`src/hw/rtl/dde_ram.sv`:
```
`timescale 1ns / 1ps
// ----------------------------------------------------------------------------
// dde_ram
// Generic single-write, single-read RAM with registered read data.
// ----------------------------------------------------------------------------
module dde_ram #(
    parameter int WIDTH = 32,
    parameter int DEPTH = 64
) (
    input  logic                     i_clk,
    input  logic                     i_we,
    input  logic [$clog2(DEPTH)-1:0] i_waddr,
    input  logic [WIDTH-1:0]         i_wdata,
    input  logic                     i_re,
    input  logic [$clog2(DEPTH)-1:0] i_raddr,
    output logic [WIDTH-1:0]         o_rdata
);

    logic [WIDTH-1:0] r_mem [DEPTH];
    logic [WIDTH-1:0] r_rdata;

    always_ff @(posedge i_clk) begin
        if (i_we) begin
            r_mem[i_waddr] <= i_wdata;
        end
        if (i_re) begin
            r_rdata <= r_mem[i_raddr];
        end
    end

    assign o_rdata = r_rdata;

endmodule

```
`config.mk`:
```
export PLATFORM = sky130hd
export DESIGN_NAME = dde_ram
export DESIGN_NICKNAME = d
export VERILOG_FILES = /design/src/hw/rtl/dde_ram.sv
export SDC_FILE = /design/constraint.sdc
export NUM_CORES = 2
export LEC_CHECK = 0
export BUFFER_PORTS_ARGS = -buffer_cell sky130_fd_sc_hd__buf_2
export CAP_MARGIN = 40
export CORE_MARGIN = 4
export CORE_UTILIZATION = 55
export DETAILED_ROUTE_END_ITERATION = 8
export PLACE_DENSITY = 0.71
export SLEW_MARGIN = 0
export SYNTH_ARGS = -nofsm -noshare
export SYNTH_HDL_FRONTEND = slang
export SYNTH_SLANG_ARGS = --single-unit
```
`constraint.sdc`:
```
create_clock -name i_clk -period 9.8 [get_ports i_clk]
set_input_delay 2.45 -clock i_clk [delete_from_list [all_inputs] [get_ports i_clk]]
set_output_delay 2.45 -clock i_clk [all_outputs]
set_load 0.005 [all_outputs]
```
==> results.md <==
* Kind of critical path: input port to register
* Boundary pin count at 79
* Post-Synthesis Cells at approximately 3300
* Clock Skews at 0.0331 ns
* Total via count in the routed design at 38300
* Die Width at 387 um
* Number of CTS-inserted buffers at 199
* WL final at 203 mm
* Average size of a mapped cell at approximately 24 um^2
* Vias per inst at 6.81
* Hold_ws at 0.853 ns
* Total power divided by cell area at 204 nW/um^2
* PnR Total Power at 18.1 mW
* Standard cell core area at roughly 140000 um^2
* Max Clock Freq at 189 MHz
* Result of the run: completed
* First-pass GRT wire length at between 200 and 300 mm
* Fin nets at 3602
* Worst slew pin tran at 1.12 ns
* Hold_buf cts at 0
* Die height at 387 um
* Largest net degree at the start of global routing at 119
* Area share of the largest cell type after synthesis at 79.2%
* Cells after DPL at between 5000 and 6000
* Hold Violations, Final at 0
* H-tree levels at 4
* Overall global routing resource usage at 27.1%
* Half-perimeter wire length of the detailed placement result at between 100 and 150 mm
* Antenna violations before repair at 16
* Remaining Overflow, GRT at 0
* End point of the most critical hold path: o_rdata[20]
* Library cell used as clock root buffer: sky130_fd_sc_hd__clkbuf_16
* Share of final-layout standard cells stronger than drive strength 1 at between 20% and 30%
* Maximum ir drop on the vdd rail at between 0.2 and 0.25 mV
* Number of standard cells in the layout, taps in and fillers out at 5626
* Part of the Yosys area used for sequential elements at 79.2%
* Cell row count at 138
* Final-report max-slew violation count at 0
* Final RePlAce weighted congestion at 0.808
* Worst max-slew margin expressed relative to the limit at between 20 and 30%
* Commonest cells after routing, fill and taps aside: sky130_fd_sc_hd__edfxtp_1, sky130_fd_sc_hd__mux4_2, sky130_fd_sc_hd__clkbuf_16, sky130_fd_sc_hd__buf_4, sky130_fd_sc_hd__mux2i_1
* Initial cell density of the core at 55.5%
* Number of stages on the worst hold path at 4
* Count of buffers from port buffering at 78
* Register area at 62500 um^2
* Sum of negative setup slack at 0 ns
* Post-CTS Setup Repair Bufs at 0
* Synth unique cells at 33
* Final setup slack of the worst path at 4.52 ns
* Worst-path fanout max at 81
* Synth warnings at 0
* Worst-case reg-to-reg path depth at 5
* Syn Std Cell Area at 78800 um^2
* Violation count after the first detailed-routing iteration at 5626
* Area leader, netlist: sky130_fd_sc_hd__edfxtp_1
* Clock-pin transition on the worst setup and hold timing paths at 0.06 ns
* Number of global-route vias before repair at 37700
* Area of the multi-input gates at 16000 um^2
* Critical R2R Launch: r_mem[34][4]
* Die Outline Area at 149000 um^2
* RSZ-0062 raised after global routing: no
* Commonest non-fill, non-tap cell in the layout: sky130_fd_sc_hd__edfxtp_1
* Setup violations, final at 0
* Fill cell count at 9210
* Count of unresolved DRC violations after routing at 0
* Leakage power figure at 27.6 nW
* Required time of the critical path at 10.34 ns
* Crit path arrival time at 5.82 ns
* Clock network latency to the later pin of the worst-skew pair at 0.84 ns
* Max-capacitance violation count at 0
* Routed len/inst at 36.1 um
* Ranking of synthesized cells by area: sky130_fd_sc_hd__edfxtp_1, sky130_fd_sc_hd__mux4_2, sky130_fd_sc_hd__mux2i_1, sky130_fd_sc_hd__o22ai_1, sky130_fd_sc_hd__nor2_1
* Kind of start point of the critical path: input port
* Startpoint of the most critical hold path: r_mem[12][20]
* Clk sinks at 2080
* Number of flip-flops and latches in the synthesized netlist at 2080
* Mapped Nets at 3371
* CTS max path bufs at 3
* Routed Antenna Nets at 0
* Post-CTS resize count at 0
* Drt pass-1 iters at 6
* Final critical-path required period at 5.28 ns
* Area delta synth->final at 12.7%
* TritonCTS clock tree: built
* Type of the tightest min-delay check: register to register
* Reg-to-reg critical path endpoint: o_rdata[4]
* Pre-CTS setup slack at 3.76 ns
* FF-to-FF setup slack at around 7.4 ns
* Crit share post-route at 53.9%
* Sort of element at the end of the critical path: register
[state kept, by name, summed over array words and instances (netlist names)]
name	flops
r_mem	2048
o_rdata	32
[cell families after synthesis]
kind of cell    share of synthesized area [%]
compound gates                           1.67
buf+inv                                  1.12
flops                                    79.2
mux                                      16.7
simple gates                             1.26
[metal layers]
| metal | part of all wire, % | routed length, um | vias to the layer above | global-route usage (%) |
|---|---|---|---|---|
| li1 | - | - | 14800 | - |
| met1 | 37 | 74800 | 20400 | 38.7 |
| met2 | 48 | 97600 | 2730 | 42.3 |
| met3 | 12 | 23500 | 413 | 6.41 |
| met4 | 3.5 | 7090 | 2 | 9.02 |
| met5 | 0.0064 | 13 | - | 0 |
[cells in the mapped netlist, drive strengths merged]
| library cell | count |
|---|---|
| edfxtp | 2080 |
| mux4 | 544 |
| nor2 | 137 |
| buf | 108 |
| mux2i | 93 |
| o22ai | 84 |
| clkbuf | 74 |
| a21oi | 62 |
| o221ai | 27 |
| nand2 | 26 |
| nor2b | 15 |
| a22oi | 12 |
| a311oi | 8 |
| nand2b | 8 |
| nor3 | 7 |
| nand3 | 5 |
| nand3b | 5 |
| or3b | 5 |
| a41o | 4 |
| and3 | 4 |
| o32ai | 4 |
| or2 | 3 |
| or3 | 3 |
| and2 | 2 |
| nand4 | 2 |
| a31oi | 1 |
| nand4b | 1 |
[through the flow]
step | util, % | instance area (um^2)
after global routing | 62.6 | 88800
final | 62.6 | 88800
after CTS | 62.6 | 88800
after detailed placement | 58.2 | 82600
after global placement | 57.9 | 82100
after floorplan | - | 78800
[worst max-delay path: stages]
cell and delay (ns):
sky130_fd_sc_hd__buf_8 0.45, sky130_fd_sc_hd__buf_12 0.55, sky130_fd_sc_hd__buf_12 0.43, sky130_fd_sc_hd__mux4_2 0.57, sky130_fd_sc_hd__mux4_2 0.50, sky130_fd_sc_hd__o22ai_1 0.44, sky130_fd_sc_hd__nor2_1 0.11
[final cells by class]
cell class	instances	share of cell area, %
Sequential cell	2080	70.3
Multi-Input combinational cell	1062	18.0
Clock buffer	244	5.87
Tap cell	1890	2.66
Timing Repair Buffer	212	2.06
Clock inverter	127	1.10
Antenna cell	11	0.0310
[power breakdown]
group | switching [mW] | total [mW] | internal [mW] | leakage [nW]
combinational | 0.561 | 0.897 | 0.335 | 5.82
clock | 3.24 | 7.30 | 4.05 | 3.04
sequential | 0.0408 | 9.91 | 9.87 | 18.7
total | 3.85 | 18.1 | 14.3 | 27.6
[how the worst max path moves through the flow]
stage,startpoint,endpoint
detailed placement,i_raddr[0],o_rdata[29]
floorplan,i_waddr[3],r_mem[48][0]
finish,i_raddr[0],o_rdata[29]
global placement,i_raddr[1],o_rdata[22]
global route,i_raddr[0],o_rdata[4]
CTS,i_raddr[0],o_rdata[29]
Power figures use the tool's default switching activity.
