### config.mk
export PLATFORM = sky130hd
export DESIGN_NAME = dde_twiddle
export DESIGN_NICKNAME = d
export VERILOG_FILES = /design/src/hw/rtl/dde_pkg.sv /design/src/hw/rtl/dde_twiddle.sv
export SDC_FILE = /design/constraint.sdc
export NUM_CORES = 1
export LEC_CHECK = 0
export BUFFER_PORTS_ARGS = -buffer_cell sky130_fd_sc_hd__buf_4
export CORE_MARGIN = 2
export CORE_UTILIZATION = 54
export DETAILED_ROUTE_END_ITERATION = 10
export GPL_TIMING_DRIVEN = 1
export PLACE_DENSITY_LB_ADDON = 0.05
export SLEW_MARGIN = 20
export SYNTH_ARGS = -nofsm -noshare
export SYNTH_HDL_FRONTEND = slang
export SYNTH_SLANG_ARGS = --single-unit
### constraint.sdc
create_clock -name i_clk -period 3.45 [get_ports i_clk]
set_input_delay 0.5175 -clock i_clk [delete_from_list [all_inputs] [get_ports i_clk]]
set_output_delay 0.5175 -clock i_clk [all_outputs]
set_load 0.03 [all_outputs]
### src/hw/rtl/dde_pkg.sv
`timescale 1ns / 1ps
// ----------------------------------------------------------------------------
// dde_pkg
// Shared types, fixed-point constants and the twiddle table generator for
// the direct DFT engine.
// ----------------------------------------------------------------------------
package dde_pkg;

    // Twiddle values are Q1.15 in [-32768, 32768], so they need 17 bits.
    localparam int TW_W = 17;
    typedef logic signed [TW_W-1:0] t_tw;

    // Result fields
    localparam int BIN_W       = 24;
    localparam int BIN_INDEX_W = 6;
    localparam int BIN_MAX     = 8388607;
    localparam int BIN_MIN     = -8388608;
    localparam int ROUND_HALF  = 16384;
    localparam int FRAC_SHIFT  = 15;

    // Configuration register
    localparam int               CFG_W     = 3;
    localparam logic [CFG_W-1:0] CFG_RESET = 3'd6;

    // Q2.30 constants for the table generator
    localparam logic [63:0] HALF_PI_Q30 = 64'd1686629713;
    localparam logic [63:0] ONE_Q30     = 64'd1073741824;

    // Taylor term divisors: (2n)(2n+1) for sine, (2n-1)(2n) for cosine
    localparam logic [63:0] SIN_DIV [12] = '{
        64'd6,   64'd20,  64'd42,  64'd72,  64'd110, 64'd156,
        64'd210, 64'd272, 64'd342, 64'd420, 64'd506, 64'd600
    };
    localparam logic [63:0] COS_DIV [12] = '{
        64'd2,   64'd12,  64'd30,  64'd56,  64'd90,  64'd132,
        64'd182, 64'd240, 64'd306, 64'd380, 64'd462, 64'd552
    };

    // Q2.30 to Q1.15, round half up, negatives clamp to zero
    function automatic logic [TW_W-1:0] q30_to_q15(input logic signed [63:0] v);
        logic signed [63:0] t;
        t = (v < 64'sd0) ? 64'sd0 : v;
        t = (t + 64'sd16384) >>> 15;
        return t[TW_W-1:0];
    endfunction

    // Sine and cosine of x (Q2.30, first quadrant), packed as {sin, cos}.
    // Evaluated at elaboration only.
    function automatic logic [2*TW_W-1:0] quarter_sincos(input logic [63:0] x);
        logic [63:0]        x2;
        logic [63:0]        ts;
        logic [63:0]        tc;
        logic signed [63:0] ss;
        logic signed [63:0] cs;
        int                 n;
        x2 = (x * x) >> 30;
        ts = x;
        tc = ONE_Q30;
        ss = signed'(x);
        cs = signed'(ONE_Q30);
        for (n = 0; n < 12; n++) begin
            ts = ((ts * x2) >> 30) / SIN_DIV[n];
            tc = ((tc * x2) >> 30) / COS_DIV[n];
            if ((n % 2) == 0) begin
                ss = ss - signed'(ts);
                cs = cs - signed'(tc);
            end else begin
                ss = ss + signed'(ts);
                cs = cs + signed'(tc);
            end
        end
        return {q30_to_q15(ss), q30_to_q15(cs)};
    endfunction

endpackage

### src/hw/rtl/dde_twiddle.sv
`timescale 1ns / 1ps
// ----------------------------------------------------------------------------
// dde_twiddle
// Cosine/sine lookup over a full turn of MAX_POINTS steps, built from a
// quarter-wave table and quadrant symmetry. Registered output.
// ----------------------------------------------------------------------------
module dde_twiddle #(
    parameter int MAX_POINTS = 64
) (
    input  logic                          i_clk,
    input  logic                          i_en,
    input  logic [$clog2(MAX_POINTS)-1:0] i_idx,
    output dde_pkg::t_tw                  o_cos,
    output dde_pkg::t_tw                  o_sin
);
    import dde_pkg::*;

    localparam int LOG2   = $clog2(MAX_POINTS);
    localparam int QDEPTH = (MAX_POINTS >= 4) ? MAX_POINTS / 4 : 1;
    localparam int QW     = (LOG2 > 2) ? LOG2 - 2 : 1;

    localparam logic [1:0] QUAD_0 = 2'd0;
    localparam logic [1:0] QUAD_1 = 2'd1;
    localparam logic [1:0] QUAD_2 = 2'd2;
    localparam logic [1:0] QUAD_3 = 2'd3;

    logic [TW_W-1:0] w_qsin [QDEPTH];
    logic [TW_W-1:0] w_qcos [QDEPTH];

    // Quarter-wave table, entry j holds angle (pi/2) * 4j / MAX_POINTS
    for (genvar g = 0; g < QDEPTH; g++) begin : g_tab
        localparam logic [63:0] X  = (HALF_PI_Q30 * 64'(4 * g)) / 64'(MAX_POINTS);
        localparam logic [2*TW_W-1:0] SC = quarter_sincos(X);
        assign w_qsin[g] = SC[2*TW_W-1:TW_W];
        assign w_qcos[g] = SC[TW_W-1:0];
    end

    logic [LOG2+1:0] w_p;
    logic [1:0]      w_quad;
    logic [QW-1:0]   w_j;
    t_tw             w_s;
    t_tw             w_c;
    t_tw             n_cos;
    t_tw             n_sin;
    t_tw             r_cos;
    t_tw             r_sin;

    assign w_p    = {i_idx, 2'b00};
    assign w_quad = w_p[LOG2+1:LOG2];
    assign w_j    = QW'(w_p[LOG2-1:0] >> 2);
    assign w_s    = signed'(w_qsin[w_j]);
    assign w_c    = signed'(w_qcos[w_j]);

    always_comb begin
        case (w_quad)
            QUAD_0: begin
                n_cos = w_c;
                n_sin = w_s;
            end
            QUAD_1: begin
                n_cos = -w_s;
                n_sin = w_c;
            end
            QUAD_2: begin
                n_cos = -w_c;
                n_sin = -w_s;
            end
            QUAD_3: begin
                n_cos = w_s;
                n_sin = -w_c;
            end
            default: begin
                n_cos = w_c;
                n_sin = w_s;
            end
        endcase
    end

    always_ff @(posedge i_clk) begin
        if (i_en) begin
            r_cos <= n_cos;
            r_sin <= n_sin;
        end
    end

    assign o_cos = r_cos;
    assign o_sin = r_sin;

endmodule

==> impl_metrics.tcl, run 1 <==
set metrics [dict create \
    clock-sinks 34 \
    antenna_found_initial 0 \
    p_leak_uw 0.001552 \
    crit_chain "buf_4 > inv_1 > ha_1 > mux2i_1 > nor2_1 > a31oi_1 > ha_1 > inv_1 > a311oi_2 > nand4_2 > buf_4 > or4_1 > o31a_1 > o211ai_1" \
    post-route-period-util_pct 93.27 \
    nFillCells 517 \
    cts_root_buf "clkbuf_8" \
    core_sq_um 5991 \
    peakVddDrop_uv 203.2 \
    cts_tree "built" \
    postSynthAreaPerCell_sq_um 8.887 \
    synthArstFlopShare_pct 0 \
    postCtsSetupBuffers 0 \
    yosysTopAreaCell "edfxtp_1" \
    critPathMaxFanout 8 \
    hold_viol 0 \
    outcome "finished clean" \
    syn_nets 397 \
    cts.repair.resized 0 \
    layout_commonest_cell "buf_4" \
    synth_area_sq_um 3368 \
    relSlewSlack_pct 47.56 \
    postSynthCellCount 379 \
    antenna_left 0 \
    end_kind "flop" \
    rsz0062_at_grt "false" \
    start_util_pct 56.22 \
    synth_area_leaders "edfxtp_1 30%, a21oi_1 4.5%, mux4_2 4.0%, ha_1 3.7%, o21ai_0 3.7%" \
    finalInstanceArea_sq_um 3934 \
    vias 3307 \
    drive_above_1_share_pct 24.65 \
    cp-start-kind "primary input" \
    multiInputGateArea_sq_um 2120 \
    drv_slew 0 \
    path_class "in2reg" \
    grt_max_degree 58 \
    diodes 0 \
    final_cell_mix "72 x buf_4, 34 x edfxtp_1, 31 x nor2_1, 30 x a21oi_1, 25 x o21ai_0" \
    grt_usage_pct 27.10 \
    yosys_warnings 0 \
    drv_cap 0 \
    stdcell_count 501 \
    cp_slowest_stage_delay_ps 400 \
    synth_top_area_share_pct 30.31 \
    grt.overflow.total 0 \
    grt_pass1_wl_um 15320 \
    dr.pass1.iters 6 \
    critical-path-top-delay-family "simple AND/OR/NAND/NOR gates" \
    synth_flop_cell "edfxtp_1" \
    holdWs_ps 695.3 \
    clk_pin_slew_ps 80 \
    tightest_slew_ps 785.7 \
    first_iter_violations 366 \
    place_inst 494 \
    final_net_count 444 \
    first_global_vias 2987 \
    htreeDepth 2 \
    rows 28 \
    yosysSeqAreaShare_pct 30.31 \
    hold_path_class "in2reg" \
    routedWlPerCell_um 18.36 \
    hold_buffers 0 \
    ioPinCount 42 \
    drc 0 \
    postPlaceCellArea_sq_um 3855 \
    port_buffers 41 \
    power.density_nw_per_um2 360.9 \
    critical_path_required_ps 3550 \
    dieArea_sq_um 6885 \
    via_per_inst 6.601 \
    timing.final.crit_period_ps 3218 \
    cts_buffers 5 \
    setup_viol 0 \
    area_growth_pct 16.79 \
    critPathSlowestCell "or4_1" \
    synth-edff-count 34 \
    wl_um 9199 \
    cts_buffer_depth 2 \
    ys_types 71 \
    cp.arrival_ps 3320 \
    dpl.hpwl_um 6684 \
    path_buf_inv 4 \
    fmax_ghz 0.3108 \
    die_h_um 82.98 \
    regArea_sq_um 1021 \
    ys_ff_latch 34 \
    die_w_um 82.98 \
    timing.final.ws_setup_ps 232.3 \
    dp_slack_ps -16.67 \
    gp_congestion 0.9814 \
]
==> synth_stat cells, types with 4 or more instances <==
master	n
nor3_1	10
inv_1	14
nand2_1	24
and2_1	5
a221oi_1	6
a211oi_1	11
buf_6	4
nor2_1	31
nand3_1	11
a22oi_1	4
a21oi_1	30
mux2i_1	6
nand4_1	4
edfxtp_1	34
a31oi_1	11
mux4_2	6
o31ai_1	9
o21ai_0	25
clkbuf_1	20
or3_1	5
nor2b_1	6
ha_1	10
buf_2	5
nand2b_1	7
xnor2_1	8
==> power by group <==
| part | internal, uW | switching [uW] |
|---|---|---|
| combinational | 228 | 368 |
| sequential | 518 | 12.7 |
| clock | 136 | 157 |
==> layer usage <==
layer | vias up | wire length (um) | GRT usage (%)
met5 | - | 0 | 0
met4 | 0 | 197 | 8.495
met3 | 22 | 860 | 3.777
met2 | 186 | 4115 | 39.52
met1 | 1551 | 4026 | 41.35
li1 | 1548 | - | -
==> worst paths after layout <==
| check | from | end | slack, ps | cells past startpoint |
|---|---|---|---|---|
| setup / recovery | i_idx[1] | o_cos[8] | 230 | 14 |
| hold / removal | i_en | o_cos[6] | 700 | 1 |
==> area by class of cell <==
type	count	share of cell area [%]
flip-flops and latches	34	25.95
clock inverters	2	0.2545
inverters	16	1.527
multi-input cells	296	53.88
clock buffers	5	1.749
repair buffers	73	14.25
well taps	75	2.385
==> registers in the layout, summed over array words and instances (netlist names) <==
signal  flops
o_sin      17
o_cos      17
==> cell families after synthesis <==
kind of cell	after synthesis	share of synthesized area, %
buf+inv	49	6.761
compound gates	136	28.08
mux	18	9.027
flops	34	30.31
fa+ha+maj	10	3.715
simple gates	123	19.76
xor+xnor	9	2.340
==> stage by stage <==
| step | TNS (ps) | util [%] | total power, uW |
|---|---|---|---|
| floorplan | 0 | - | 942.5 |
| global route | 0 | 65.66 | 1492 |
| detailed placement | -16.67 | 64.35 | 1129 |
| finish | 0 | 65.66 | 1420 |
| global placement | 0 | 64.35 | 1116 |
| CTS | 0 | 65.66 | 1417 |
Power figures use the tool's default switching activity.
==> run 2, diff against run 1 <==
- REMOVE_ABC_BUFFERS: not set -> 1
==> impl_metrics.tcl, run 2 (synthesized netlist as in run 1, its figures left out) <==
set metrics [dict create \
    drv_slew 0 \
    hold_viol 0 \
    cp_slowest_stage_delay_ps 480 \
    vias 3193 \
    diodes 0 \
    crit_chain "buf_4 > inv_1 > ha_1 > mux2i_1 > nor2_1 > a31oi_1 > ha_1 > inv_1 > a311oi_2 > nand4_2 > nor4b_4 > o211a_1 > a211oi_1" \
    crit_path_start "i_idx[1]" \
    drive_above_1_share_pct 22.73 \
    cts_root_buf "clkbuf_8" \
    critPathMaxFanout 9 \
    dr.pass1.iters 5 \
    cts_buffer_depth 2 \
    hold_path_class "in2reg" \
    clock-sinks 34 \
    area_growth_pct 14.49 \
    dpl.hpwl_um 6283 \
    cts.repair.resized 0 \
    cp.arrival_ps 3200 \
    htreeDepth 2 \
    rows 28 \
    seqPwrFrac_pct 38.2 \
    combPwrFrac_pct 41.6 \
    finish.utilization_pct 64.37 \
    post-route-period-util_pct 92.58 \
    critical-path-top-delay-family "simple AND/OR/NAND/NOR gates" \
    dieArea_sq_um 6885 \
    routedWlPerCell_um 17.47 \
    end_kind "flop" \
    fmax_ghz 0.3131 \
    rsz0062_at_grt "false" \
    via_per_inst 6.477 \
    path_class "in2reg" \
    whs_endpoint "o_cos[10]" \
    postCtsSetupBuffers 0 \
    layout_commonest_cell "buf_4" \
    relSlewSlack_pct 47.01 \
    die_w_um 82.98 \
    power.density_nw_per_um2 359.5 \
    cts_tree "built" \
    first_iter_violations 252 \
    outcome "finished clean" \
    start_util_pct 56.22 \
    core_sq_um 5991 \
    peakVddDrop_uv 215.8 \
    drv_cap 0 \
    cp-start-kind "primary input" \
    cts_buffers 5 \
    die_h_um 82.98 \
    final_cell_mix "64 x buf_4, 34 x edfxtp_1, 31 x nor2_1, 30 x a21oi_1, 25 x o21ai_0" \
    grt_max_degree 58 \
    antenna_found_initial 0 \
    path_buf_inv 3 \
    p_total_uw 1386 \
    setup_viol 0 \
    final_net_count 435 \
    clk_pin_slew_ps 70 \
    p_sw_share_pct 36.82 \
    first_global_vias 2853 \
    dp_slack_ps -49.53 \
    port_buffers 41 \
    antenna_left 0 \
    critPathSlowestCell "nor4b_4" \
    critical_path_required_ps 3460 \
    crit_cells 13 \
    nFillCells 540 \
    p_leak_uw 0.001504 \
    clockPowerShare_pct 20.2 \
    wl_um 8614 \
    power.switching_uw 510.4 \
    min_path_cells 1 \
    drc 0 \
    grt_pass1_wl_um 14100 \
    grt.overflow.total 0 \
    timing.final.crit_period_ps 3194 \
    timing.final.ws_setup_ps 256.0 \
    hold_buffers 0 \
    min_from "i_en" \
    power.internal_uw 875.9 \
    ioPinCount 42 \
    gp_congestion 0.9706 \
    tightest_slew_ps 794.0 \
    grt_usage_pct 24.91 \
]
run 2: cell count changes in the layout (fill, tap and decap cells not counted):
cell	previous run	this run
clkbuf_1	0	1
buf_12	1	0
buf_4	72	64
clkinv_2	2	1
clkinv_1	0	1
run 2: how the worst max path moves through the flow:
stage | slack (ps) | to
final | 260 | o_sin[14]
after global routing | 3 | o_cos[14]
after CTS | 240 | o_sin[14]
after detailed placement | -50 | o_sin[14]
after global placement | 130 | o_cos[14]
after floorplan | 220 | o_cos[14]
run 2: routing by layer:
layer  GRT usage (%)  wire length (um)  up-vias
met4           7.004               118        0
met2           38.49              3925      164
met3           5.368               791       13
met1           35.29              3778     1473
li1                -                 -     1543
met5               0                 0        -
run 2: power by group through the flow:
stage / registers (uW) / logic (uW) / clock network [uW]
6_report: 530 / 577 / 279
5_1_grt: 535 / 623 / 305
4_1_cts: 531 / 573 / 287
3_5_place_dp: 539 / 572 / 0
3_3_place_gp: 538 / 565 / 0
2_1_floorplan: 642 / 261 / 0
run 2: area by class of cell:
type | instances | area [sq um] | share of cell area [%]
Sequential cell | 34 | 1021 | 26.48
Clock buffer | 6 | 72.57 | 1.882
Clock inverter | 2 | 8.758 | 0.2271
Multi-Input combinational cell | 296 | 2120 | 54.96
Timing Repair Buffer | 64 | 480.5 | 12.46
Tap cell | 75 | 93.84 | 2.433
Inverter | 16 | 60.06 | 1.557
run 2: metrics by stage:
stage                     instance area [sq um]  cells  setup TNS, ps  hold slack [ps]
after floorplan                            3201    346              0            630.0
after global placement                     3775    485              0            965.6
after detailed placement                   3775    485         -93.90            966.0
after CTS                                  3856    493              0            713.8
after global routing                       3856    493              0            722.2
final                                      3856    493              0            704.2
